## config.mk

```make
export PLATFORM = sky130hd
export DESIGN_NAME = cts_wcmp
export DESIGN_NICKNAME = d
export VERILOG_FILES = /design/src/sv/cts_pkg.sv /design/src/sv/cts_wcmp.sv
export SDC_FILE = /design/constraint.sdc
export NUM_CORES = 1
export LEC_CHECK = 0
export ABC_CLOCK_PERIOD_IN_PS = 2800
export BUFFER_PORTS_ARGS = -buffer_cell sky130_fd_sc_hd__buf_2
export CORE_ASPECT_RATIO = 0.75
export CORE_UTILIZATION = 30
export DETAILED_ROUTE_END_ITERATION = 8
export PLACE_DENSITY = 0.59
export SLEW_MARGIN = 10
export SYNTH_ARGS = -nofsm -noshare
export SYNTH_HDL_FRONTEND = slang
export SYNTH_SLANG_ARGS = --single-unit
```

## constraint.sdc

```tcl
create_clock -name clk_i -period 2.8 [get_ports clk_i]
set_input_delay 0.14 -clock clk_i [delete_from_list [all_inputs] [get_ports clk_i]]
set_output_delay 0.14 -clock clk_i [all_outputs]
set_load 0.05 [all_outputs]
```

## src/sv/cts_pkg.sv

```systemverilog
// Shared constants and types of the cache tag store.
package cts_pkg;

  localparam int ADDR_W    = 32;
  localparam int RND_W     = 10;
  localparam int ETAG_W    = 32;
  localparam int STAMP_W   = 32;
  localparam int CFG_IDX_W = 4;
  localparam int CFG_DAT_W = 8;
  localparam int LL_CAP    = 10;

  localparam logic [3:0] LL_LO   = 4'd2;
  localparam logic [3:0] OFFS_HI = 4'd12;

  localparam logic [CFG_IDX_W-1:0] REG_ORG    = 4'd0;
  localparam logic [CFG_IDX_W-1:0] REG_POLICY = 4'd1;
  localparam logic [CFG_IDX_W-1:0] REG_LINES  = 4'd2;
  localparam logic [CFG_IDX_W-1:0] REG_OFFSET = 4'd3;

  localparam logic [1:0] ORG_DIRECT = 2'd0;
  localparam logic [1:0] ORG_FOUR   = 2'd1;
  localparam logic [1:0] ORG_FULL   = 2'd2;
  localparam logic [1:0] ORG_ALT    = 2'd3;

  localparam logic [1:0] POL_FIFO   = 2'd0;
  localparam logic [1:0] POL_LRU    = 2'd1;
  localparam logic [1:0] POL_RANDOM = 2'd2;
  localparam logic [1:0] POL_ALT    = 2'd3;

  typedef struct packed {
    logic hit;
    logic fill;
    logic lower;
  } cmp_res_t;

endpackage

```

## src/sv/cts_wcmp.sv

```systemverilog
// Shared way compare unit: tag match, free way and running stamp minimum.
module cts_wcmp #(
  parameter int TAG_W = 32,
  parameter int WAY_W = 10
) (
  input  logic                        clk_i,
  input  logic                        chk_i,
  input  logic [WAY_W-1:0]            way_i,
  input  logic                        line_vld_i,
  input  logic [TAG_W-1:0]            line_tag_i,
  input  logic [TAG_W-1:0]            key_i,
  input  logic [cts_pkg::STAMP_W-1:0] stamp_i,
  output cts_pkg::cmp_res_t           res_o,
  output logic [WAY_W-1:0]            lru_way_o
);
  import cts_pkg::*;

  logic [STAMP_W-1:0] min_stamp_q;
  logic [WAY_W-1:0]   min_way_q;

  always_comb begin
    res_o.hit   = line_vld_i && (line_tag_i == key_i);
    res_o.fill  = !line_vld_i;
    res_o.lower = (way_i == '0) || (stamp_i < min_stamp_q);
    lru_way_o   = res_o.lower ? way_i : min_way_q;
  end

  always_ff @(posedge clk_i) begin
    if (chk_i && res_o.lower) begin
      min_stamp_q <= stamp_i;
      min_way_q   <= way_i;
    end
  end

endmodule

```

==> results.cfg <==
[sta]
fmax_mhz = 357.0
setup_violations = 1
finalCriticalPeriod_ns = 2.801
fin_skew_ns = 0.004002
drv_slew = 0
fin_ws_ns = -0.0009577
final-hold-violation-count = 0
relSlewSlack_pct = 75.05
finalCritPeriodShare_pct = 100.0
worst_slew_pin_slew_ns = 0.3714
grt_setup_unrepaired = true

[cts]
cts.reportedPaths.clkPinSlew_ns = 0.06
ctsHoldBuffers = 0
cts_buffers = 5
htreeDepth = 2
cts_setup_buffers = 0
cts_sinks = 42
cts-root-buf = clkbuf_16
cts_tree = done
worstSkewPairLatency_ns = 0.28
cts_buffer_depth = 2

[power_and_ir_drop]
p_leak_nw = 1.795
ir_worst_vdd_v = 0.0002730
p_per_area_nw_per_um2 = 506.5

[global_route]
grt_start_max_net_pins = 25
grt_overflow = 0
antenna_found_initial = 0
grt_pass1_wl_mm = 9.570
grtUsageTotal_pct = 12.99
grt_pass1_vias = 2098

[logic_synthesis]
synth_edf_count = 42
synth.cell_area_sq_um = 2684
ys.flop_type = edfxtp_1
synth_seq_cells = 42
syn-num-nets = 373
synth_top_area_share_pct = 46.99
ys_types = 35
async_flop_share_pct = 0
syn_area_per_cell_sq_um = 11.52
yosysTopAreaCell = edfxtp_1
ys_seq_area_share_pct = 46.99
yosys_warnings = 0
netlist_instances = 233
ys_top_cells_by_area = edfxtp_1 (47%), ha_1 (14%), inv_1 (6.7%)

[finish]
fin_nets = 503
mostFrequentLayoutCell = buf_2
num_antenna_cells = 0
post-route-util_pct = 43.70
fin_area_sq_um = 3742
final_cell_count_no_fill = 472
drive_above_1_share_pct = 43.13
layout_common_cells = buf_2 (111), inv_1 (45), edfxtp_1 (42)
syn2layout_area_growth_pct = 39.44

[run_status]
status = finished, violations left
violations = DRC, setup timing

[hold_path]
worstHoldStart = stamp_i[0]
holdPathEnd = min_stamp_q[0]
hold_depth = 1
hold_class = in2reg

[placement]
dp_hpwl_mm = 4.953
place.gp.congestion = 0.7632
dpl.cell_count = 464
io_buffer_count = 121
postPlaceCellArea_sq_um = 3455

[floorplanning]
die_x_um = 111.2
coreArea_sq_um = 8563
die-area_sq_um = 9332
std_cell_rows = 29
die_h_um = 83.91
io_pins = 122
start_util_pct = 31.34

[worst_setup_path]
critical_path_buf_inv_count = 2
rr_startpoint = min_stamp_q[7]
crit_chain = inv_2 -> ha_4 -> nand4_1 -> or4_4 -> o32ai_2 -> a211o_2 -> a31oi_4 -> mux2_4 -> buf_8
end_kind = output port
path_depth = 9
cp_max_fo = 6
rr_endpoint = min_stamp_q[1]
timing.critical_path.from = min_stamp_q[11]
criticalPathCategory = reg2out
worstPathArrival_ns = 2.66
worstSetupStartpointType = register
ff2ff_path_depth = 9
r2r_slack_ns = 0.20
max_stage_delay_ns = 0.56
critPathSlowestCell = or4_4
worstPathRequired_ns = 2.66
cp_top_family = simple AND/OR/NAND/NOR gates

[drt]
ant_nets = 0
wl_per_cell_um = 12.40
vias = 2157
drc_errors = 16
viasPerCell = 4.570
dr.first_iter.drc_count = 118
routed_wl_mm = 5.852
first_pass_iters = 6

[flow_run]
cap_violations = 0
==> synthesized netlist by cell type (2+ instances only) <==
library cell and instances:
inv_1 48, edfxtp_1 42, ha_1 31, xnor2_1 20, a21oi_1 14, nand2_1 14, nand4_1 11, mux2i_1 6
xor2_1 6, nor4_1 5, mux2_4 4, o21ai_1 3, o221ai_1 3, nand3_1 2, nor2_1 2, o21a_2 2
o21ai_0 2
==> layout make-up <==
| class | count | area (sq um) |
|---|---|---|
| clock buffer | 7 | 132.6 |
| clock inverter | 1 | 30.03 |
| fill | 810 | 4821 |
| inverter | 48 | 180.2 |
| multi-input combinational | 143 | 1326 |
| sequential | 42 | 1261 |
| tap | 108 | 135.1 |
| timing repair buffer | 123 | 676.9 |
==> per-layer routing <==
metal	up-vias	share of wire [%]	GRT usage [%]
li1	1095	-	-
met1	945	44	16.11
met2	114	48	22.84
met3	3	8.1	2.977
met4	0	0.46	3.071
met5	-	0	0
==> per-stage QoR <==
stage             TNS, ns  power [mW]  setup slack (ns)  hold slack [ns]
6_report       -0.0009577       1.895        -0.0009577          0.05044
5_1_grt           -0.3742       1.988          -0.08129          0.05033
4_1_cts          -0.05094       1.888          -0.01559          0.04559
3_5_place_dp            0       1.237            0.2024           0.3353
3_3_place_gp            0       1.229            0.2775           0.3368
2_1_floorplan           0       1.065           0.04022           0.2389
==> worst reg2reg max path, delay by kind of cell, from the launching register on <==
kind	cells	cell delay [ns]
adder cells (fa/ha/maj)	1	0.25
AO/OA/AOI/OAI	5	1.15
flip-flops	1	0.35
AND/OR/NAND/NOR	1	0.22
buffers and inverters	2	0.32
==> how the worst max path moves through the flow <==
stage                                 end  slack (ns)
after floorplan            min_stamp_q[0]        0.04
after global placement    min_stamp_q[19]        0.28
after detailed placement  min_stamp_q[19]        0.20
after CTS                    lru_way_o[8]       -0.02
after global routing         lru_way_o[6]       -0.08
final                        lru_way_o[6]      -0.001
==> registers in the layout, summed over array words and instances (netlist names) <==
| signal | flops |
|---|---|
| min_stamp_q | 32 |
| min_way_q | 10 |
==> timing repair <==
| item | in CTS | in global routing |
|---|---|---|
| setup endpoints to repair | 4 | 10 |
| resized for setup | 8 | 25 |
| cloned | 0 | 0 |
| pin swaps | 5 | 7 |
==> where the power goes <==
group / total, mW / internal, mW / switching, mW
clock network: 0.638 / 0.421 / 0.217
logic: 0.496 / 0.220 / 0.277
registers: 0.761 / 0.750 / 0.0110
==> kinds of logic (layout without fill, tap and decap cells) <==
family	after synthesis	in the layout	synth area share (%)
AOI/OAI and AO/OA	34	34	9.278
xor gates and xnor gates	26	26	8.485
adders and majority gates	31	31	14.45
buffers and inverters	48	179	6.713
DFF	42	42	46.99
muxes	10	10	4.476
and+or+nand+nor	42	42	9.604
Note: power is estimated with default switching activity, not from simulation.
