**src/sv/cts_pkg.sv**
```systemverilog
// Shared constants and types of the cache tag store.
package cts_pkg;

  localparam int ADDR_W    = 32;
  localparam int RND_W     = 10;
  localparam int ETAG_W    = 32;
  localparam int STAMP_W   = 32;
  localparam int CFG_IDX_W = 4;
  localparam int CFG_DAT_W = 8;
  localparam int LL_CAP    = 10;

  localparam logic [3:0] LL_LO   = 4'd2;
  localparam logic [3:0] OFFS_HI = 4'd12;

  localparam logic [CFG_IDX_W-1:0] REG_ORG    = 4'd0;
  localparam logic [CFG_IDX_W-1:0] REG_POLICY = 4'd1;
  localparam logic [CFG_IDX_W-1:0] REG_LINES  = 4'd2;
  localparam logic [CFG_IDX_W-1:0] REG_OFFSET = 4'd3;

  localparam logic [1:0] ORG_DIRECT = 2'd0;
  localparam logic [1:0] ORG_FOUR   = 2'd1;
  localparam logic [1:0] ORG_FULL   = 2'd2;
  localparam logic [1:0] ORG_ALT    = 2'd3;

  localparam logic [1:0] POL_FIFO   = 2'd0;
  localparam logic [1:0] POL_LRU    = 2'd1;
  localparam logic [1:0] POL_RANDOM = 2'd2;
  localparam logic [1:0] POL_ALT    = 2'd3;

  typedef struct packed {
    logic hit;
    logic fill;
    logic lower;
  } cmp_res_t;

endpackage

```
**src/sv/cts_geom.sv**
```systemverilog
// Address split into set index and tag under the configured geometry.
module cts_geom #(
  parameter int LL_MAX = 10,
  parameter int TAG_W  = 32
) (
  input  logic [1:0]                 org_i,
  input  logic [1:0]                 pol_i,
  input  logic [3:0]                 lines_log2_i,
  input  logic [3:0]                 offset_bits_i,
  input  logic [cts_pkg::ADDR_W-1:0] address_i,
  output logic [3:0]                 ways_log2_o,
  output logic [1:0]                 pol_o,
  output logic [LL_MAX-1:0]          set_o,
  output logic [TAG_W-1:0]           tag_o
);
  import cts_pkg::*;

  localparam logic [3:0] LL_HI = 4'(LL_MAX);

  logic [3:0]        ll;
  logic [3:0]        ob;
  logic [3:0]        set_bits;
  logic [4:0]        tag_sh;
  logic [TAG_W-1:0]  addr_m;
  logic [TAG_W-1:0]  addr_sh;
  logic [LL_MAX-1:0] set_mask;

  always_comb begin
    priority if (lines_log2_i < LL_LO) begin
      ll = LL_LO;
    end else if (lines_log2_i > LL_HI) begin
      ll = LL_HI;
    end else begin
      ll = lines_log2_i;
    end
    ob = (offset_bits_i > OFFS_HI) ? OFFS_HI : offset_bits_i;
    unique case (org_i)
      ORG_DIRECT: ways_log2_o = 4'd0;
      ORG_FOUR:   ways_log2_o = 4'd2;
      default:    ways_log2_o = ll;
    endcase
    pol_o    = (pol_i == POL_ALT) ? POL_RANDOM : pol_i;
    set_bits = ll - ways_log2_o;
    addr_m   = address_i[TAG_W-1:0];
    addr_sh  = addr_m >> ob;
    set_mask = ~({LL_MAX{1'b1}} << set_bits);
    set_o    = addr_sh[LL_MAX-1:0] & set_mask;
    tag_sh   = 5'(ob) + 5'(set_bits);
    tag_o    = addr_m >> tag_sh;
  end

endmodule

```
**config.mk**
```make
export PLATFORM = sky130hd
export DESIGN_NAME = cts_geom
export DESIGN_NICKNAME = d
export VERILOG_FILES = /design/src/sv/cts_pkg.sv /design/src/sv/cts_geom.sv
export SDC_FILE = /design/constraint.sdc
export NUM_CORES = 1
export LEC_CHECK = 0
export BUFFER_PORTS_ARGS = -buffer_cell sky130_fd_sc_hd__buf_2
export CORE_ASPECT_RATIO = 2
export CORE_MARGIN = 2
export CORE_UTILIZATION = 59
export DETAILED_ROUTE_END_ITERATION = 10
export GPL_TIMING_DRIVEN = 1
export PLACE_DENSITY = 0.85
export SLEW_MARGIN = 20
export SYNTH_ARGS = -nofsm -noshare
export SYNTH_HDL_FRONTEND = slang
export SYNTH_SLANG_ARGS = --single-unit
```
**constraint.sdc**
```tcl
create_clock -name vclk -period 8.9
set_input_delay 1.335 -clock vclk [all_inputs]
set_output_delay 1.335 -clock vclk [all_outputs]
set_load 0.005 [all_outputs]
```
==> metrics, run 1 <==
Req. time, crit path about 7.6 ns; relative slew slack 26.8%; fillers 454; initial antenna violation count 0; Initial Util approximately three fifths; FFs & Latches 0; Chip Width 55.8 microns; most common cell after layout, fill and taps aside buf_2; share of layout cells above drive strength 1 33.1%; storage element area 0 sq um; hold_buf cts 0; DR WL/cell 20.2 microns; Critical-path top delay cell mux4_2; Final Power 560 uW; syn_nets 440; GRT overflow 0; Leakage 0.00157 uW; worst path cell trace buf_2 > xnor2_1 > nor2_1 > a21oi_1 > inv_1 > fa_1 > xnor2_1 > ha_1 > a21oi_1 > nand3_1 > nand2_2 > mux4_2 > o21a_1 > buf_2; outcome complete, no violations; Post CTS Setup Buffer Count 0; Post-Route WL 10.1 mm; power per cell area 160 mW/mm^2; Synth Area in XOR/XNOR 1.62%; I/O pin total 92; DRC 0; crit path max fanout 22; GRT Util Overall 33.3%; Post-Synth Simple-Gate Area 18.2%; area growth from synthesis to layout 10.5%; initial DRC count 232; Mapped Area 0.00316 sq mm; Core Area 0.00514 sq mm; Die H around 110 microns; largest net degree at the start of global routing 35; fmax 148 MHz; Setup CP Type in -> out; Max stage delay on crit path 0.56 ns; clkbuf count 0; critical path's top delay family simple AND/OR/NAND/NOR gates; most frequent cells in the layout 92 x buf_2, 51 x nand2_1, 36 x nor2_1, 31 x mux2i_1, 29 x a21oi_1; Worst setup EP type output port; mux contribution to synthesized area 43.0%; MaxCap Viol Count 0; IO buf count 92; final hold slack 2.86 ns; peak supply drop 0.000112 V; Cell variety after synth 63; antenna cells 0; Vias 3596; post-route antenna net violation count 0; Fin. Hold Viols 0; Slew @ Worst Pin 1.10 ns; Hold Path Class in -> out; Non-Filler Instances about 500; sequential area share after synthesis 0%; Rows 37; Finish-stage setup viols 0; Final HPWL DP 7.79 mm; largest family of logic cells by synthesized area multiplexers; Syn. warnings 0; min Tclk post-route ~6.7 ns; Final period util between 70% and 80%; startpoint class of the critical path input pin; GPL Wtd Cong 1.04; Inst Count DP 499; setup_tns 0 ns; first-pass GRT wire length 16.2 mm; Crit path buffers/inverters 3; Synth Instances 389; CTS-repair resized insts 0; DR vias/cell around 7; CP Data Arrival Time 5.41 ns; Synth Area in Adders about 3.2%; final number of max-transition violations 0; TritonRoute pass-1 iters 5; Avg Inst Size Synth 8.12 sq um; DIE AREA 0.00599 sq mm; vias in the first global route 3338; unrepaired setup endpoints after global routing false; Final #Nets 494; compound-cell area share of the yosys netlist 25.1%
## layout make-up
cell class	count	area (sq um)	area share, %
Inverter	10	40.0	1.15
Multi-Input combinational cell	336	2900	83.0
Tap cell	58	72.6	2.08
Timing Repair Buffer	95	483	13.8
## layer usage
metal / GRT usage (%) / vias to the layer above / share of wire (%) / wire [microns]
li1: - / 1623 / - / -
met1: 35.6 / 1705 / 34 / 3400
met2: 62.5 / 214 / 53 / 5370
met3: 2.04 / 54 / 5.7 / 572
met4: 19.9 / 0 / 7.4 / 752
met5: 0 / - / 0 / 0
## final timing paths
path | start | end | slack (ns) | cells after the start
setup / recovery | lines_log2_i[3] | tag_o[6] | 2.16 | 14
hold / removal | pol_i[1] | pol_o[1] | 2.86 | 2
## metrics by stage
step           utilization (%)  area (sq um)  setup WS [ns]
3_5_place_dp              67.8          3490           2.23
5_1_grt                   68.0          3490           1.73
6_report                  68.0          3490           2.16
3_3_place_gp              67.8          3490           2.37
4_1_cts                   67.8          3490           2.21
2_1_floorplan                -          3160           3.01
## synthesized netlist by cell type, types with 4 or more instances
cell       instances  area share (%)
nand2_1           51             6.1
nor2_1            36             4.3
mux2i_1           31             9.8
a21oi_1           29             4.6
mux4_2            27              19
clkbuf_1          19             2.3
o21ai_0           16             2.5
buf_2             12             1.9
mux4_1            12              10
nand3_1           12             1.9
a211oi_1          11             2.6
mux2_2            11             3.9
and3_1            10             2.0
inv_1              8            0.95
o211ai_1           7             1.7
o31ai_1            6             1.4
a21o_1             5             1.2
buf_4              5             1.2
ha_1               5             2.0
a2111oi_0          4             1.1
a221oi_1           4             1.1
buf_6              4             1.4
xnor2_1            4             1.1
## cell families (layout without fill, tap and decap cells)
| family | Yosys count | count (layout) |
|---|---|---|
| buffers and inverters | 53 | 105 |
| muxes | 81 | 81 |
| adders and majority gates | 7 | 7 |
| other | 1 | 1 |
| and+or+nand+nor | 127 | 127 |
| AOI/OAI and AO/OA | 115 | 115 |
| xor gates and xnor gates | 5 | 5 |
## where the power goes
group          internal [uW]  leakage, uW  switching [uW]
logic                    244      0.00157             316
clock network              0            0               0
registers                  0            0               0
total                    244      0.00157             316
Power figures use the tool's default switching activity.
==> run 2, diff against run 1 <==
--- a/config.mk
+++ b/config.mk
@@ -8,10 +8,10 @@
 export BUFFER_PORTS_ARGS = -buffer_cell sky130_fd_sc_hd__buf_2
 export CORE_ASPECT_RATIO = 2
 export CORE_MARGIN = 2
-export CORE_UTILIZATION = 59
+export CORE_UTILIZATION = 56
 export DETAILED_ROUTE_END_ITERATION = 10
 export GPL_TIMING_DRIVEN = 1
-export PLACE_DENSITY = 0.85
+export PLACE_DENSITY = 0.81
 export SLEW_MARGIN = 20
 export SYNTH_ARGS = -nofsm -noshare
 export SYNTH_HDL_FRONTEND = slang
==> constraint.sdc (replaced) <==
create_clock -name vclk -period 6.6
set_input_delay 0.99 -clock vclk [all_inputs]
set_output_delay 0.99 -clock vclk [all_outputs]
set_load 0.005 [all_outputs]
==> run 2 against run 1 <==
Effect of this change:
- utilization down 2.9 points
- setup slack worse by 1.5 ns
- via count up 1.2%
- final cell count up 1.4%
- sequential share of layout area unchanged
- critical path type unchanged
- largest power group unchanged
==> metrics, run 2 (synthesis results as in run 1) <==
Leakage 0.00159 uW; fillers 488; Final Power 767 uW; Fin. Hold Viols 0; vias in the first global route ~3.4k; Setup CP Type in -> out; Chip Width between 50 and 60 microns; post-route antenna net violation count 0; peak supply drop ~0.00014 V; Clk pwr share 0%; fmax between 150 and 200 MHz; GRT overflow 0; startpoint class of the critical path input pin; MaxCap Viol Count 0; Logic pwr share 100.0%; switch share 55.9%; Finish-stage setup viols 0; first-pass GRT wire length 16.6 mm; Post-Route WL between 10 and 15 mm; I/O pin total 92; Final period util 90.1%; TritonRoute pass-1 iters 5; initial antenna violation count 0; Final #Nets between 400 and 500; area growth from synthesis to layout 11.6%; GRT Util Overall 32.9%; Post CTS Setup Buffer Count 0; unrepaired setup endpoints after global routing false; DR vias/cell 7.19; hold_buf cts 0; Hold Path Class in -> out; DR WL/cell 20.5 microns; most common cell after layout, fill and taps aside buf_2; power per cell area 217 mW/mm^2; Slew @ Worst Pin 0.831 ns; DRC 0; most frequent cells in the layout 92 x buf_2, 51 x nand2_1, 35 x nor2_1, 31 x mux2i_1, 29 x a21oi_1; FFs & Latches 0; Pint around 340 uW; GPL Wtd Cong 0.971; Final HPWL DP 8.01 mm; Die H around 110 microns; IO buf count 92; DIE AREA 0.00630 sq mm; final number of max-transition violations 0; NetSw roughly 430 uW; storage element area 0 sq um; CP Data Arrival Time between 4 and 5 ns; antenna cells 0; min Tclk post-route 5.94 ns; Rows 38; outcome complete, no violations; CTS-repair resized insts 0; share of layout cells above drive strength 1 34.1%; Vias ~3.6k; Sequential Power Share 0%; setup_tns 0 ns; crit path max fanout 17; Core Area 0.00542 sq mm; Worst setup EP type output port; initial DRC count 189; Final Util 65.1%; clkbuf count 0; Initial Util 58.3%; largest net degree at the start of global routing 28; Req. time, crit path 5.61 ns; relative slew slack between 40% and 50%
==> run 2: cell types whose count changed in the layout (fill, tap and decap cells not counted) <==
cell	previous run	this run
a21oi_4	1	0
nor2_2	0	1
buf_4	3	8
a21oi_2	0	1
nor2_1	36	35
==> run 2: path summary, 6_finish.rpt <==
check  cells after the start        to             from  slack, ns
max                       14  tag_o[4]  lines_log2_i[3]       0.66
min                        2  pol_o[1]         pol_i[1]       2.16
==> run 2: through the flow <==
| step | hold WS [ns] | area [sq um] | instances | setup WS [ns] |
|---|---|---|---|---|
| after detailed placement | 2.16 | 3530 | 506 | 0.733 |
| after floorplan | 2.01 | 3160 | 389 | 1.40 |
| after CTS | 2.16 | 3530 | 506 | 0.716 |
| after global placement | 2.16 | 3530 | 506 | 0.869 |
| final | 2.16 | 3530 | 506 | 0.657 |
| after global routing | 2.17 | 3530 | 506 | 0.217 |
==> run 2: critical path, cell delays in order <==
cell and delay, ns:
buf_2 0.16, xnor2_1 0.13, nor2_1 0.07, a21oi_1 0.18
inv_1 0.10, fa_1 0.63, fa_1 0.90, buf_4 0.34
mux2i_1 0.26, mux2i_1 0.17, and3_1 0.25, a2111oi_0 0.50
a211oi_1 0.09, buf_2 0.17
==> run 2: per-layer routing <==
metal	global-route usage, %	share of wire [%]	routed length, microns
met1	37.0	33	3460
met2	60.7	54	5610
met3	1.17	5.5	573
met4	18.8	6.9	711
met5	0	0	0
==> run 2: cell type report <==
| type | instances | area (sq um) | area share, % |
|---|---|---|---|
| multi-input cells | 336 | 2890 | 82.0 |
| repair buffers | 100 | 520 | 14.8 |
| well taps | 60 | 75.1 | 2.13 |
| inverters | 10 | 40.0 | 1.13 |
==> run 2: power groups by stage <==
stage          clock network (uW)  registers (uW)  logic (uW)
2_1_floorplan                   0               0         534
3_3_place_gp                    0               0         735
3_5_place_dp                    0               0         748
4_1_cts                         0               0         750
5_1_grt                         0               0         829
6_report                        0               0         767
